--- src/gzbd_pkg.sv ---
// Shared constants for the zigzag Golomb bit decoder.
package gzbd_pkg;

  localparam int unsigned IN_TDATA_W  = 8;
  localparam int unsigned DIVISOR_W   = 16;
  localparam int unsigned VALUE_W     = 32;

  localparam logic [DIVISOR_W-1:0] DIVISOR_RESET = 16'd4;

  // clamp values for the signed result
  localparam logic [VALUE_W-1:0] VALUE_POS_MAX = 32'h7FFF_FFFF;
  localparam logic [VALUE_W-1:0] VALUE_NEG_MIN = 32'h8000_0000;

endpackage : gzbd_pkg

--- src/golomb_zigzag_bit_decoder.sv ---
// Top level of the zigzag-signed Golomb decoder that takes one coded bit per word.
//
// Input channel (s_axis_*): one coded bit per word in tdata[0], in stream order.
// Each code is a run of ones closed by a zero (the quotient q), then
// floor(log2(m)) remainder bits, MSB first, in plain binary.
// Output channel (m_axis_*): one word per finished code. tdata holds the signed
// value after zigzag unmapping of v = q*m + r (even v -> v/2, odd v ->
// -(v+1)/2), clamped to 32 bits; tuser[0] is set when the unary run overran
// the quotient counter and q was held at its maximum.
// Config channel (cfg_*): writes the Golomb divisor m; always ready. Only the
// low M_BITS bits count, and zero acts as one. Write it between codes.
// Throughput: one bit per cycle, back to back, while s_axis_tready is high.
// The parser holds one code and the value pipeline two, so a stalled receiver
// only backs up the input once all three result-side registers are full.
// Result path: the edge that takes the bit ending a code loads the parser
// output register, then the product register (one QUOTIENT_BITS x M_BITS
// multiply), then the add/unmap output register, which drives m_axis_tvalid.
// Reset: divisor returns to 4, any partial code is dropped, all valids clear.
module golomb_zigzag_bit_decoder #(
  parameter int unsigned QUOTIENT_BITS = 16,
  parameter int unsigned M_BITS        = 16
) (
  input  logic                            clk_i,
  input  logic                            rst_ni,
  // config write channel
  input  logic                            cfg_valid_i,
  output logic                            cfg_ready_o,
  input  logic [gzbd_pkg::DIVISOR_W-1:0]  cfg_data_i,   // divisor_m
  // coded bit stream in
  input  logic                            s_axis_tvalid,
  output logic                            s_axis_tready,
  input  logic [gzbd_pkg::IN_TDATA_W-1:0] s_axis_tdata, // [0] code_bit, [7:1] zero
  // decoded values out
  output logic                            m_axis_tvalid,
  input  logic                            m_axis_tready,
  output logic [gzbd_pkg::VALUE_W-1:0]    m_axis_tdata, // [31:0] decoded_value
  output logic                            m_axis_tuser  // [0] quotient_saturated
);

  import gzbd_pkg::*;

  logic [M_BITS-1:0]        div_q;

  logic                     code_valid;
  logic                     code_ready;
  logic [QUOTIENT_BITS-1:0] code_quot;
  logic [M_BITS-1:0]        code_div;
  logic [M_BITS-1:0]        code_rem;
  logic                     code_ovf;

  // divisor register; keep only the bits the datapath uses
  assign cfg_ready_o = 1'b1;

  always_ff @(posedge clk_i or negedge rst_ni) begin
    if (!rst_ni) begin
      div_q <= DIVISOR_RESET[M_BITS-1:0];
    end else if (cfg_valid_i) begin
      div_q <= cfg_data_i[M_BITS-1:0];
    end
  end

  gzbd_bit_parser #(
    .QUOTIENT_BITS(QUOTIENT_BITS),
    .M_BITS       (M_BITS)
  ) u_parser (
    .clk_i       (clk_i),
    .rst_ni      (rst_ni),
    .bit_valid_i (s_axis_tvalid),
    .bit_ready_o (s_axis_tready),
    .code_bit_i  (s_axis_tdata[0]),
    .div_i       (div_q),
    .code_valid_o(code_valid),
    .code_ready_i(code_ready),
    .quot_o      (code_quot),
    .div_o       (code_div),
    .rem_o       (code_rem),
    .ovf_o       (code_ovf)
  );

  gzbd_value_unit #(
    .QUOTIENT_BITS(QUOTIENT_BITS),
    .M_BITS       (M_BITS)
  ) u_value (
    .clk_i        (clk_i),
    .rst_ni       (rst_ni),
    .code_valid_i (code_valid),
    .code_ready_o (code_ready),
    .quot_i       (code_quot),
    .div_i        (code_div),
    .rem_i        (code_rem),
    .ovf_i        (code_ovf),
    .value_valid_o(m_axis_tvalid),
    .value_ready_i(m_axis_tready),
    .value_o      (m_axis_tdata),
    .sat_o        (m_axis_tuser)
  );

endmodule : golomb_zigzag_bit_decoder

--- src/gzbd_bit_parser.sv ---
// Bit parser: walks the unary run and remainder bits, registers each finished code.
module gzbd_bit_parser #(
  parameter int unsigned QUOTIENT_BITS = 16,
  parameter int unsigned M_BITS        = 16
) (
  input  logic                     clk_i,
  input  logic                     rst_ni,
  input  logic                     bit_valid_i,
  output logic                     bit_ready_o,
  input  logic                     code_bit_i,
  input  logic [M_BITS-1:0]        div_i,
  output logic                     code_valid_o,
  input  logic                     code_ready_i,
  output logic [QUOTIENT_BITS-1:0] quot_o,
  output logic [M_BITS-1:0]        div_o,
  output logic [M_BITS-1:0]        rem_o,
  output logic                     ovf_o
);

  localparam int unsigned CNT_W = (M_BITS > 1) ? $clog2(M_BITS) : 1;

  logic                     in_rem_q, in_rem_d;
  logic [QUOTIENT_BITS-1:0] q_cnt_q, q_cnt_d;
  logic                     ovf_q, ovf_d;
  logic [M_BITS-1:0]        rem_q, rem_d;
  logic [CNT_W-1:0]         left_q, left_d;
  logic                     code_v_q, code_v_d;

  logic [QUOTIENT_BITS-1:0] quot_q;
  logic [M_BITS-1:0]        div_q;
  logic [M_BITS-1:0]        remo_q;
  logic                     ovfo_q;

  logic [CNT_W-1:0]  b_log;
  logic [M_BITS-1:0] div_eff;
  logic [M_BITS-1:0] rem_shift;
  logic [M_BITS-1:0] emit_rem;
  logic              accept;
  logic              emit;

  // floor(log2(m)); a zero divisor reads as one
  always_comb begin
    b_log = '0;
    for (int i = 1; i < M_BITS; i++) begin
      if (div_i[i]) begin
        b_log = CNT_W'(i);
      end
    end
  end

  assign div_eff     = (div_i == '0) ? M_BITS'(1) : div_i;
  assign rem_shift   = M_BITS'({rem_q, code_bit_i});
  assign bit_ready_o = !code_v_q || code_ready_i;
  assign accept      = bit_valid_i && bit_ready_o;

  always_comb begin
    in_rem_d = in_rem_q;
    q_cnt_d  = q_cnt_q;
    ovf_d    = ovf_q;
    rem_d    = rem_q;
    left_d   = left_q;
    emit     = 1'b0;
    emit_rem = '0;
    if (accept) begin
      if (!in_rem_q) begin
        if (code_bit_i) begin
          // saturate the unary count, flag the clamp
          if (&q_cnt_q) begin
            ovf_d = 1'b1;
          end else begin
            q_cnt_d = q_cnt_q + 1'b1;
          end
        end else if (b_log == '0) begin
          emit = 1'b1;
        end else begin
          in_rem_d = 1'b1;
          left_d   = b_log;
          rem_d    = '0;
        end
      end else begin
        rem_d  = rem_shift;
        left_d = left_q - 1'b1;
        if (left_q == CNT_W'(1)) begin
          emit     = 1'b1;
          emit_rem = rem_shift;
        end
      end
    end
    if (emit) begin
      in_rem_d = 1'b0;
      q_cnt_d  = '0;
      ovf_d    = 1'b0;
      rem_d    = '0;
      left_d   = '0;
    end
  end

  always_comb begin
    code_v_d = code_v_q;
    if (emit) begin
      code_v_d = 1'b1;
    end else if (code_ready_i) begin
      code_v_d = 1'b0;
    end
  end

  always_ff @(posedge clk_i or negedge rst_ni) begin
    if (!rst_ni) begin
      in_rem_q <= 1'b0;
      q_cnt_q  <= '0;
      ovf_q    <= 1'b0;
      rem_q    <= '0;
      left_q   <= '0;
      code_v_q <= 1'b0;
    end else begin
      in_rem_q <= in_rem_d;
      q_cnt_q  <= q_cnt_d;
      ovf_q    <= ovf_d;
      rem_q    <= rem_d;
      left_q   <= left_d;
      code_v_q <= code_v_d;
    end
  end

  always_ff @(posedge clk_i) begin
    if (emit) begin
      quot_q <= q_cnt_q;
      div_q  <= div_eff;
      remo_q <= emit_rem;
      ovfo_q <= ovf_q;
    end
  end

  assign code_valid_o = code_v_q;
  assign quot_o       = quot_q;
  assign div_o        = div_q;
  assign rem_o        = remo_q;
  assign ovf_o        = ovfo_q;

endmodule : gzbd_bit_parser

--- src/gzbd_value_unit.sv ---
// Value unit: forms q*m + r, undoes the zigzag map and clamps to 32 bits.
module gzbd_value_unit #(
  parameter int unsigned QUOTIENT_BITS = 16,
  parameter int unsigned M_BITS        = 16
) (
  input  logic                     clk_i,
  input  logic                     rst_ni,
  input  logic                     code_valid_i,
  output logic                     code_ready_o,
  input  logic [QUOTIENT_BITS-1:0] quot_i,
  input  logic [M_BITS-1:0]        div_i,
  input  logic [M_BITS-1:0]        rem_i,
  input  logic                     ovf_i,
  output logic                     value_valid_o,
  input  logic                     value_ready_i,
  output logic [gzbd_pkg::VALUE_W-1:0] value_o,
  output logic                     sat_o
);

  import gzbd_pkg::*;

  localparam int unsigned PW = QUOTIENT_BITS + M_BITS;
  localparam int unsigned EW = PW + VALUE_W;

  logic               prod_v_q;
  logic [PW-1:0]      prod_q;
  logic [M_BITS-1:0]  prem_q;
  logic               povf_q;

  logic               out_v_q;
  logic [VALUE_W-1:0] value_q;
  logic               sat_q;

  logic               out_ready;
  logic               prod_ready;
  logic               prod_load;
  logic               out_load;
  logic [PW-1:0]      v_sum;
  logic [EW-1:0]      v_ext;
  logic [VALUE_W-1:0] half;
  logic               clamp;
  logic [VALUE_W-1:0] value_d;

  assign out_ready    = value_ready_i || !out_v_q;
  assign prod_ready   = out_ready || !prod_v_q;
  assign code_ready_o = prod_ready;
  assign prod_load    = code_valid_i && prod_ready;
  assign out_load     = prod_v_q && out_ready;

  // odd v maps to -(v/2 + 1), which is the complement of v/2
  assign v_sum = prod_q + PW'(prem_q);
  assign v_ext = EW'(v_sum);
  assign half  = v_ext[VALUE_W:1];
  assign clamp = |(v_ext >> VALUE_W);

  always_comb begin
    if (v_sum[0]) begin
      value_d = clamp ? VALUE_NEG_MIN : ~half;
    end else begin
      value_d = clamp ? VALUE_POS_MAX : half;
    end
  end

  always_ff @(posedge clk_i or negedge rst_ni) begin
    if (!rst_ni) begin
      prod_v_q <= 1'b0;
      out_v_q  <= 1'b0;
    end else begin
      if (prod_ready) begin
        prod_v_q <= code_valid_i;
      end
      if (out_ready) begin
        out_v_q <= prod_v_q;
      end
    end
  end

  always_ff @(posedge clk_i) begin
    if (prod_load) begin
      prod_q <= PW'(quot_i) * PW'(div_i);
      prem_q <= rem_i;
      povf_q <= ovf_i;
    end
    if (out_load) begin
      value_q <= value_d;
      sat_q   <= povf_q;
    end
  end

  assign value_valid_o = out_v_q;
  assign value_o       = value_q;
  assign sat_o         = sat_q;

endmodule : gzbd_value_unit
--- config.mk ---
export PLATFORM = sky130hd
export DESIGN_NAME = golomb_zigzag_bit_decoder
export DESIGN_NICKNAME = d
export VERILOG_FILES = /design/src/gzbd_pkg.sv /design/src/golomb_zigzag_bit_decoder.sv /design/src/gzbd_bit_parser.sv /design/src/gzbd_value_unit.sv
export SDC_FILE = /design/constraint.sdc
export NUM_CORES = 1
export LEC_CHECK = 0
export BUFFER_PORTS_ARGS = -buffer_cell sky130_fd_sc_hd__buf_2
export CAP_MARGIN = 20
export CORE_AREA = 4 4 174 176
export CTS_CLUSTER_DIAMETER = 100
export DETAILED_ROUTE_END_ITERATION = 10
export DIE_AREA = 0 0 178 180
export GPL_TIMING_DRIVEN = 0
export PLACE_DENSITY = 0.77
export SETUP_SLACK_MARGIN = 0.5
export SLEW_MARGIN = 20
export SYNTH_ARGS = -nofsm -noshare
export SYNTH_HDL_FRONTEND = slang
export SYNTH_SLANG_ARGS = --single-unit
--- constraint.sdc ---
create_clock -name clk_i -period 5.75 [get_ports clk_i]
set_clock_uncertainty 0.05 [all_clocks]
set_input_delay 0.2875 -clock clk_i [delete_from_list [all_inputs] [get_ports clk_i]]
set_output_delay 0.2875 -clock clk_i [all_outputs]
set_load 0.05 [all_outputs]
==> impl_metrics.toml, run 1 <==
[run_status]
status = "finished with violations"
failed_checks = "negative setup slack"

[timing]
fin_crit_sh = 1.05
setup_viol = 14
finalCriticalPeriod_ns = 6.06
rsz0062_at_grt = "true"
tns_ns = -2.29
clock.fmax_mhz = 165
tightest_slew_ns = 0.845
max_slew_margin = 0.436
fin_ws_ns = -0.311
drv_slew = 0
hold_viol = 0

[setup_path]
cp-end-kind = "flip-flop"
cpMaxStageDelayCell = "fa_1"
crit_top_cell = "fa_1"
critical_path.top_delay_family = "adder cells"
cp-start-kind = "flip-flop"
path_buf_inv = 5
arrival_ns = 6.29
crit_fanout = 6
slowest_delay_ns = 0.58
cp.required_ns = 5.98
path_cells = "buf_6 > and2_1 > fa_1 > fa_1 > fa_1 > fa_1 > fa_1 > inv_1 > fa_1 > inv_2 > ha_4 > clkbuf_8 > a21o_1 > a31o_2 > a221o_1 > nand3_2 > nand2_2 > o31a_1 > buf_4 > o211ai_1"
path_class = "flip-flop to flip-flop"

[clocking]
clk_pin_slew_ns = 0.08
clk_path_buf_depth = 2
clkLatencyLatePin_ns = 0.44
cts_root_buf = "clkbuf_16"
cts_tree = "done"
h-tree-depth = 4
cts_sinks = 187
numCtsBuffers = 17

[hold_path]
hold_class = "primary input to flip-flop"

[power_and_ir_drop]
irDropWorstVdd_mv = 0.366
powerDensity_mw_per_mm2 = 364
p_leak_nw = 8.62

[global_routing]
antenna_found_initial = 0
first_global_vias = 12159
grt-ovfl-total = 0
track_usage = 0.244
grt_pass1_wl_mm = 61.7
grt_max_degree = 59

[die]
io_pins = 65
die_w_um = 178
rows = 62
core_sq_mm = 0.0286
initial_core_util = 0.574
die_y_um = 180
dieArea_sq_mm = 0.0320

[routing]
antenna_left = 0
drt_pre_antenna_iters = 7
drtIter0Drc = 640
wire_per_inst_um = 18.1
num_vias = 11574
viasPerCell = 5.50
routed_wl_mm = 38.2
drc = 0

[synthesis]
synth_nets = 1908
synth-seq-cells = 187
yosysSeqAreaShare = 0.325
postSynthAreaPerCell_sq_um = 10.5
synth_area_leaders = "edfxtp_1 (24%), fa_1 (24%), ha_1 (9.4%)"
synth.distinct_cells = 66
synth_warnings = 0
yosys_most_used_dff = "edfxtp_1"
postSynth.asyncResetShare = 0.299
synth_top_area_share = 0.239
syn_area_sq_mm = 0.0164
synth_top_cell_by_area = "edfxtp_1"
syn_inst = 1561
synth_edf_count = 131

[cells_and_area]
area_growth_pct = 15.8
nNetsFinal = 2054
ff_latch_area_sq_mm = 0.00534
nFillCells = 2116
drive_gt1_frac = 0.174
antennaDiodeCount = 0
final_common_cell = "inv_1"
layout_common_cells = "inv_1 (244), fa_1 (180), nand2_1 (175), and2_1 (137), edfxtp_1 (131)"
multi_input_area_sq_mm = 0.0103
fin_cells = 2104

[placed_design]
hpwl_mm = 28.0
finalWeightedCongestion = 0.949
portBuffers = 55
dpl.cell_count = 2001

[run]
drv_cap = 0
-- layout make-up --
type                            count  share of cell area
Clock buffer                       17              0.0223
Multi-Input combinational cell   1058               0.541
Sequential cell                   187               0.280
Tap cell                          384              0.0252
Inverter                          251              0.0495
Clock inverter                     15              0.0103
Buffer                             65              0.0261
Timing Repair Buffer              127              0.0455
-- routing by layer --
layer | vias to the layer above | GRT usage | wire length [um]
li1 | 5290 | - | -
met1 | 5659 | 0.316 | 15500
met4 | 0 | 0.0959 | 1590
met2 | 515 | 0.395 | 18000
met3 | 110 | 0.0616 | 3080
met5 | - | 0 | 0
-- state kept, by name, summed over array words and instances, names as in the netlist, 4 cells and up --
| register | flops |
|---|---|
| u_parser.div_o | 16 |
| u_parser.rem_q | 15 |
| u_value.prem_q | 16 |
| u_value.prod_q | 32 |
| u_parser.rem_o | 16 |
| div_q | 16 |
| u_parser.quot_o | 16 |
| u_parser.left_q | 4 |
| u_value.value_o | 32 |
| u_parser.q_cnt_q | 16 |
-- power by group --
part / internal (mW) / total [mW] / leakage (nW) / switching (mW)
Clock: 0.634 / 1.23 / 0.300 / 0.600
Combinational: 1.74 / 3.87 / 6.40 / 2.13
Sequential: 1.72 / 1.83 / 1.92 / 0.109
Total: 4.10 / 6.94 / 8.62 / 2.84
-- worst paths after layout --
kind                                                  startpoint                             end  slack [ns]  depth (start not counted)
worst max-delay path            u_parser.div_o[15]$_SDFFCE_PN0P_    u_value.prod_q[29]$_DFFE_PP_       -0.31                         20
worst min-delay path                               cfg_data_i[9]            div_q[9]$_DFFE_PN0P_        0.01                          3
worst max register to register  u_parser.div_o[15]$_SDFFCE_PN0P_    u_value.prod_q[29]$_DFFE_PP_       -0.31                         20
worst min register to register   u_parser.rem_o[1]$_SDFFCE_PN0P_     u_value.prem_q[1]$_DFFE_PP_        0.36                          0
max in group asynchronous                                 rst_ni  u_parser.rem_q[14]$_DFFE_PN0P_        4.75                          2
min in group asynchronous                                 rst_ni           div_q[13]$_DFFE_PN0P_        0.40                          2
-- cell families after synthesis --
family	share of synthesized area
other	0.000228
flip-flops	0.325
AND/OR/NAND/NOR	0.141
buffers and inverters	0.0734
adder cells (fa/ha/maj)	0.331
XOR/XNOR	0.0538
AO/OA/AOI/OAI	0.0651
multiplexers	0.0114
-- repair_timing --
item | 4_1_cts | 5_1_grt
pin swaps | 18 | 47
resized for setup | 63 | 59
hold buffers | 1 | 0
endpoints found under the setup margin | 22 | 20
endpoints found under the hold margin | 55 | 0
gates cloned | 1 | 0
buffers inserted | 57 | 12
-- worst reg2reg max path: stages (launching register included) --
cell and delay, ns:
edfxtp_1 0.47, buf_6 0.18, and2_1 0.17, fa_1 0.46, fa_1 0.54, fa_1 0.58
fa_1 0.45, fa_1 0.53, inv_1 0.06, fa_1 0.49, inv_2 0.05, ha_4 0.20
clkbuf_8 0.13, a21o_1 0.16, a31o_2 0.21, a221o_1 0.38, nand3_2 0.08, nand2_2 0.07
o31a_1 0.36, buf_4 0.15, o211ai_1 0.15
-- through the flow --
step	utilization	cell area, sq um	power, mW	hold slack [ns]	worst slack (ns)
6_report	0.665	19000	6.94	0.0131	-0.311
3_5_place_dp	0.610	17500	5.05	0.343	-0.684
5_1_grt	0.665	19000	7.45	0.0182	-0.433
3_3_place_gp	0.609	17400	4.93	0.351	-0.689
2_1_floorplan	-	16700	4.34	-0.0581	0.0541
4_1_cts	0.655	18800	6.58	0.00864	-0.211
-- Yosys cell counts, types with 15 or more instances --
library cell	count
a21o_1	21
a21oi_1	41
a22o_1	15
and2_1	144
clkbuf_1	58
dfrtp_1	55
edfxtp_1	131
fa_1	195
ha_1	123
inv_1	251
nand2_1	181
nand3_1	15
nor2_1	54
o21ai_0	21
xnor2_1	74
xor2_1	27
Power figures use the tool's default switching activity.
==> inputs of run 2 (changes only) <==
==> constraint.sdc (replaced) <==
create_clock -name clk_i -period 5.75 [get_ports clk_i]
set_clock_uncertainty 0.05 [all_clocks]
set_input_delay 0.8625 -clock clk_i [delete_from_list [all_inputs] [get_ports clk_i]]
set_output_delay 0.8625 -clock clk_i [all_outputs]
set_load 0.05 [all_outputs]
==> impl_metrics.toml, run 2 (synthesis gave the netlist of run 1 again) <==
[run_status]
status = "finished with violations"
failed_checks = "design-rule violations, negative setup slack"

[die]
io_pins = 65
initial_core_util = 0.574
core_sq_mm = 0.0286
die_y_um = 180
dieArea_sq_mm = 0.0320
rows = 62
die_w_um = 178

[setup_path]
crit_fanout = 6
cp.required_ns = 5.87
cp-start-kind = "flip-flop"
cp-end-kind = "flip-flop"
path_class = "flip-flop to flip-flop"
r2r_start = "u_parser.div_o[15]$_SDFFCE_PN0P_"
arrival_ns = 6.19
cp-startpoint = "u_parser.div_o[15]$_SDFFCE_PN0P_"

[clocking]
numCtsBuffers = 17
clk_pin_slew_ns = 0.09
cts_tree = "done"
cts_sinks = 187
cts_hold_repair.buffers = 0
h-tree-depth = 4
clk_path_buf_depth = 2
clkLatencyLatePin_ns = 0.44
cts_root_buf = "clkbuf_16"

[power_and_ir_drop]
p_seq_frac = 0.264
p_switching_mw = 2.83
powerDensity_mw_per_mm2 = 364
p_sw_frac = 0.409
finalPower_mw = 6.93
irDropWorstVdd_mv = 0.364
pwr-share-comb = 0.558
p_int_mw = 4.10
p_leak_nw = 8.62
pwr-share-clk = 0.177

[run]
drv_cap = 0

[routing]
drtIter0Drc = 697
viasPerCell = 5.48
wire_per_inst_um = 18.2
drc = 1
antenna_left = 0
num_vias = 11525
routed_wl_mm = 38.2
drt_pre_antenna_iters = 8

[cells_and_area]
nNetsFinal = 2053
area_growth_pct = 15.7
layout_common_cells = "inv_1 (244), fa_1 (180), nand2_1 (175), and2_1 (137), edfxtp_1 (131)"
final_common_cell = "inv_1"
nFillCells = 2117
drive_gt1_frac = 0.174
design_area_sq_mm = 0.0190
antennaDiodeCount = 0

[placed_design]
portBuffers = 55
preCtsSetupSlack_ns = -0.684
finalWeightedCongestion = 0.949
placed_cell_area_sq_mm = 0.0175
hpwl_mm = 28.0

[timing]
hold_viol = 0
finalCriticalPeriod_ns = 6.07
max_slew_margin = 0.443
rsz0062_at_grt = "true"
tns_ns = -2.37
drv_slew = 0
clock.fmax_mhz = 165
setup_viol = 14
fin_crit_sh = 1.06
fin_ws_ns = -0.322
tightest_slew_ns = 0.835

[global_routing]
first_global_vias = 12160
grt_max_degree = 59
grt_pass1_wl_mm = 61.7
antenna_found_initial = 0
track_usage = 0.244
grt-ovfl-total = 0

[hold_path]
hold_class = "flip-flop to flip-flop"
min_from = "u_parser.rem_o[1]$_SDFFCE_PN0P_"
## run 2: cell types whose count changed in the layout (fill, tap and decap cells not counted)
cell           previous run  this run
dlygate4sd3_1             1         0
## run 2: what timing repair did
action,4_1_cts,5_1_grt
setup buffers,57,12
resized for setup,63,59
pin swaps,18,47
cloned,1,0
endpoints found under the setup margin,22,20
## run 2: layer usage
layer  share of wire  track usage  up-vias
li1                -            -     5284
met1            0.40        0.316     5614
met2            0.47        0.395      515
met3           0.085       0.0616      112
met4           0.042       0.0959        0
met5               0            0        -
## run 2: final cells by class
class	count	area [sq um]	area share
clock buffers	17	425	0.0224
plain buffers	65	497	0.0261
clock inverters	15	195	0.0103
well taps	384	480	0.0253
multi-input cells	1058	10300	0.541
flip-flops and latches	187	5340	0.280
repair buffers	126	857	0.0450
inverters	251	942	0.0495
## run 2: per-stage QoR
stage	instances	hold slack [ns]	util
floorplan	1561	0.350	-
global route	2103	0.370	0.665
CTS	2091	0.362	0.655
detailed placement	2001	0.355	0.610
global placement	2000	0.351	0.609
finish	2103	0.363	0.665
## run 2: worst max-delay path, stage by stage (launching register included)
cell and delay, ns:
edfxtp_1 0.47, buf_6 0.18, and2_1 0.16, fa_1 0.46
fa_1 0.54, fa_1 0.58, fa_1 0.45, fa_1 0.53
inv_1 0.06, fa_1 0.49, inv_2 0.05, ha_4 0.20
clkbuf_8 0.13, a21o_1 0.16, a31o_2 0.21, a221o_1 0.39
nand3_2 0.08, nand2_2 0.07, o31a_1 0.35, nand4b_1 0.12
o211ai_1 0.09
## run 2: power by group through the flow
stage                     clock [mW]  combinational, mW  sequential [mW]
after floorplan                    0               2.48             1.86
after global routing            1.31               4.29             1.85
after CTS                       1.25               3.50             1.83
final                           1.23               3.87             1.83
after detailed placement           0               3.18             1.87
after global placement             0               3.07             1.86
## run 2: worst paths after layout
check / endpoint / slack, ns / cells after the start
max in group asynchronous: u_parser.rem_q[14]$_DFFE_PN0P_ / 4.70 / 1
min reg2reg: u_value.prem_q[1]$_DFFE_PP_ / 0.36 / 0
min: u_value.prem_q[1]$_DFFE_PP_ / 0.36 / 0
min in group asynchronous: u_parser.q_cnt_q[8]$_DFFE_PN0P_ / 0.43 / 1
max: u_value.prod_q[29]$_DFFE_PP_ / -0.32 / 20
max reg2reg: u_value.prod_q[29]$_DFFE_PP_ / -0.32 / 20
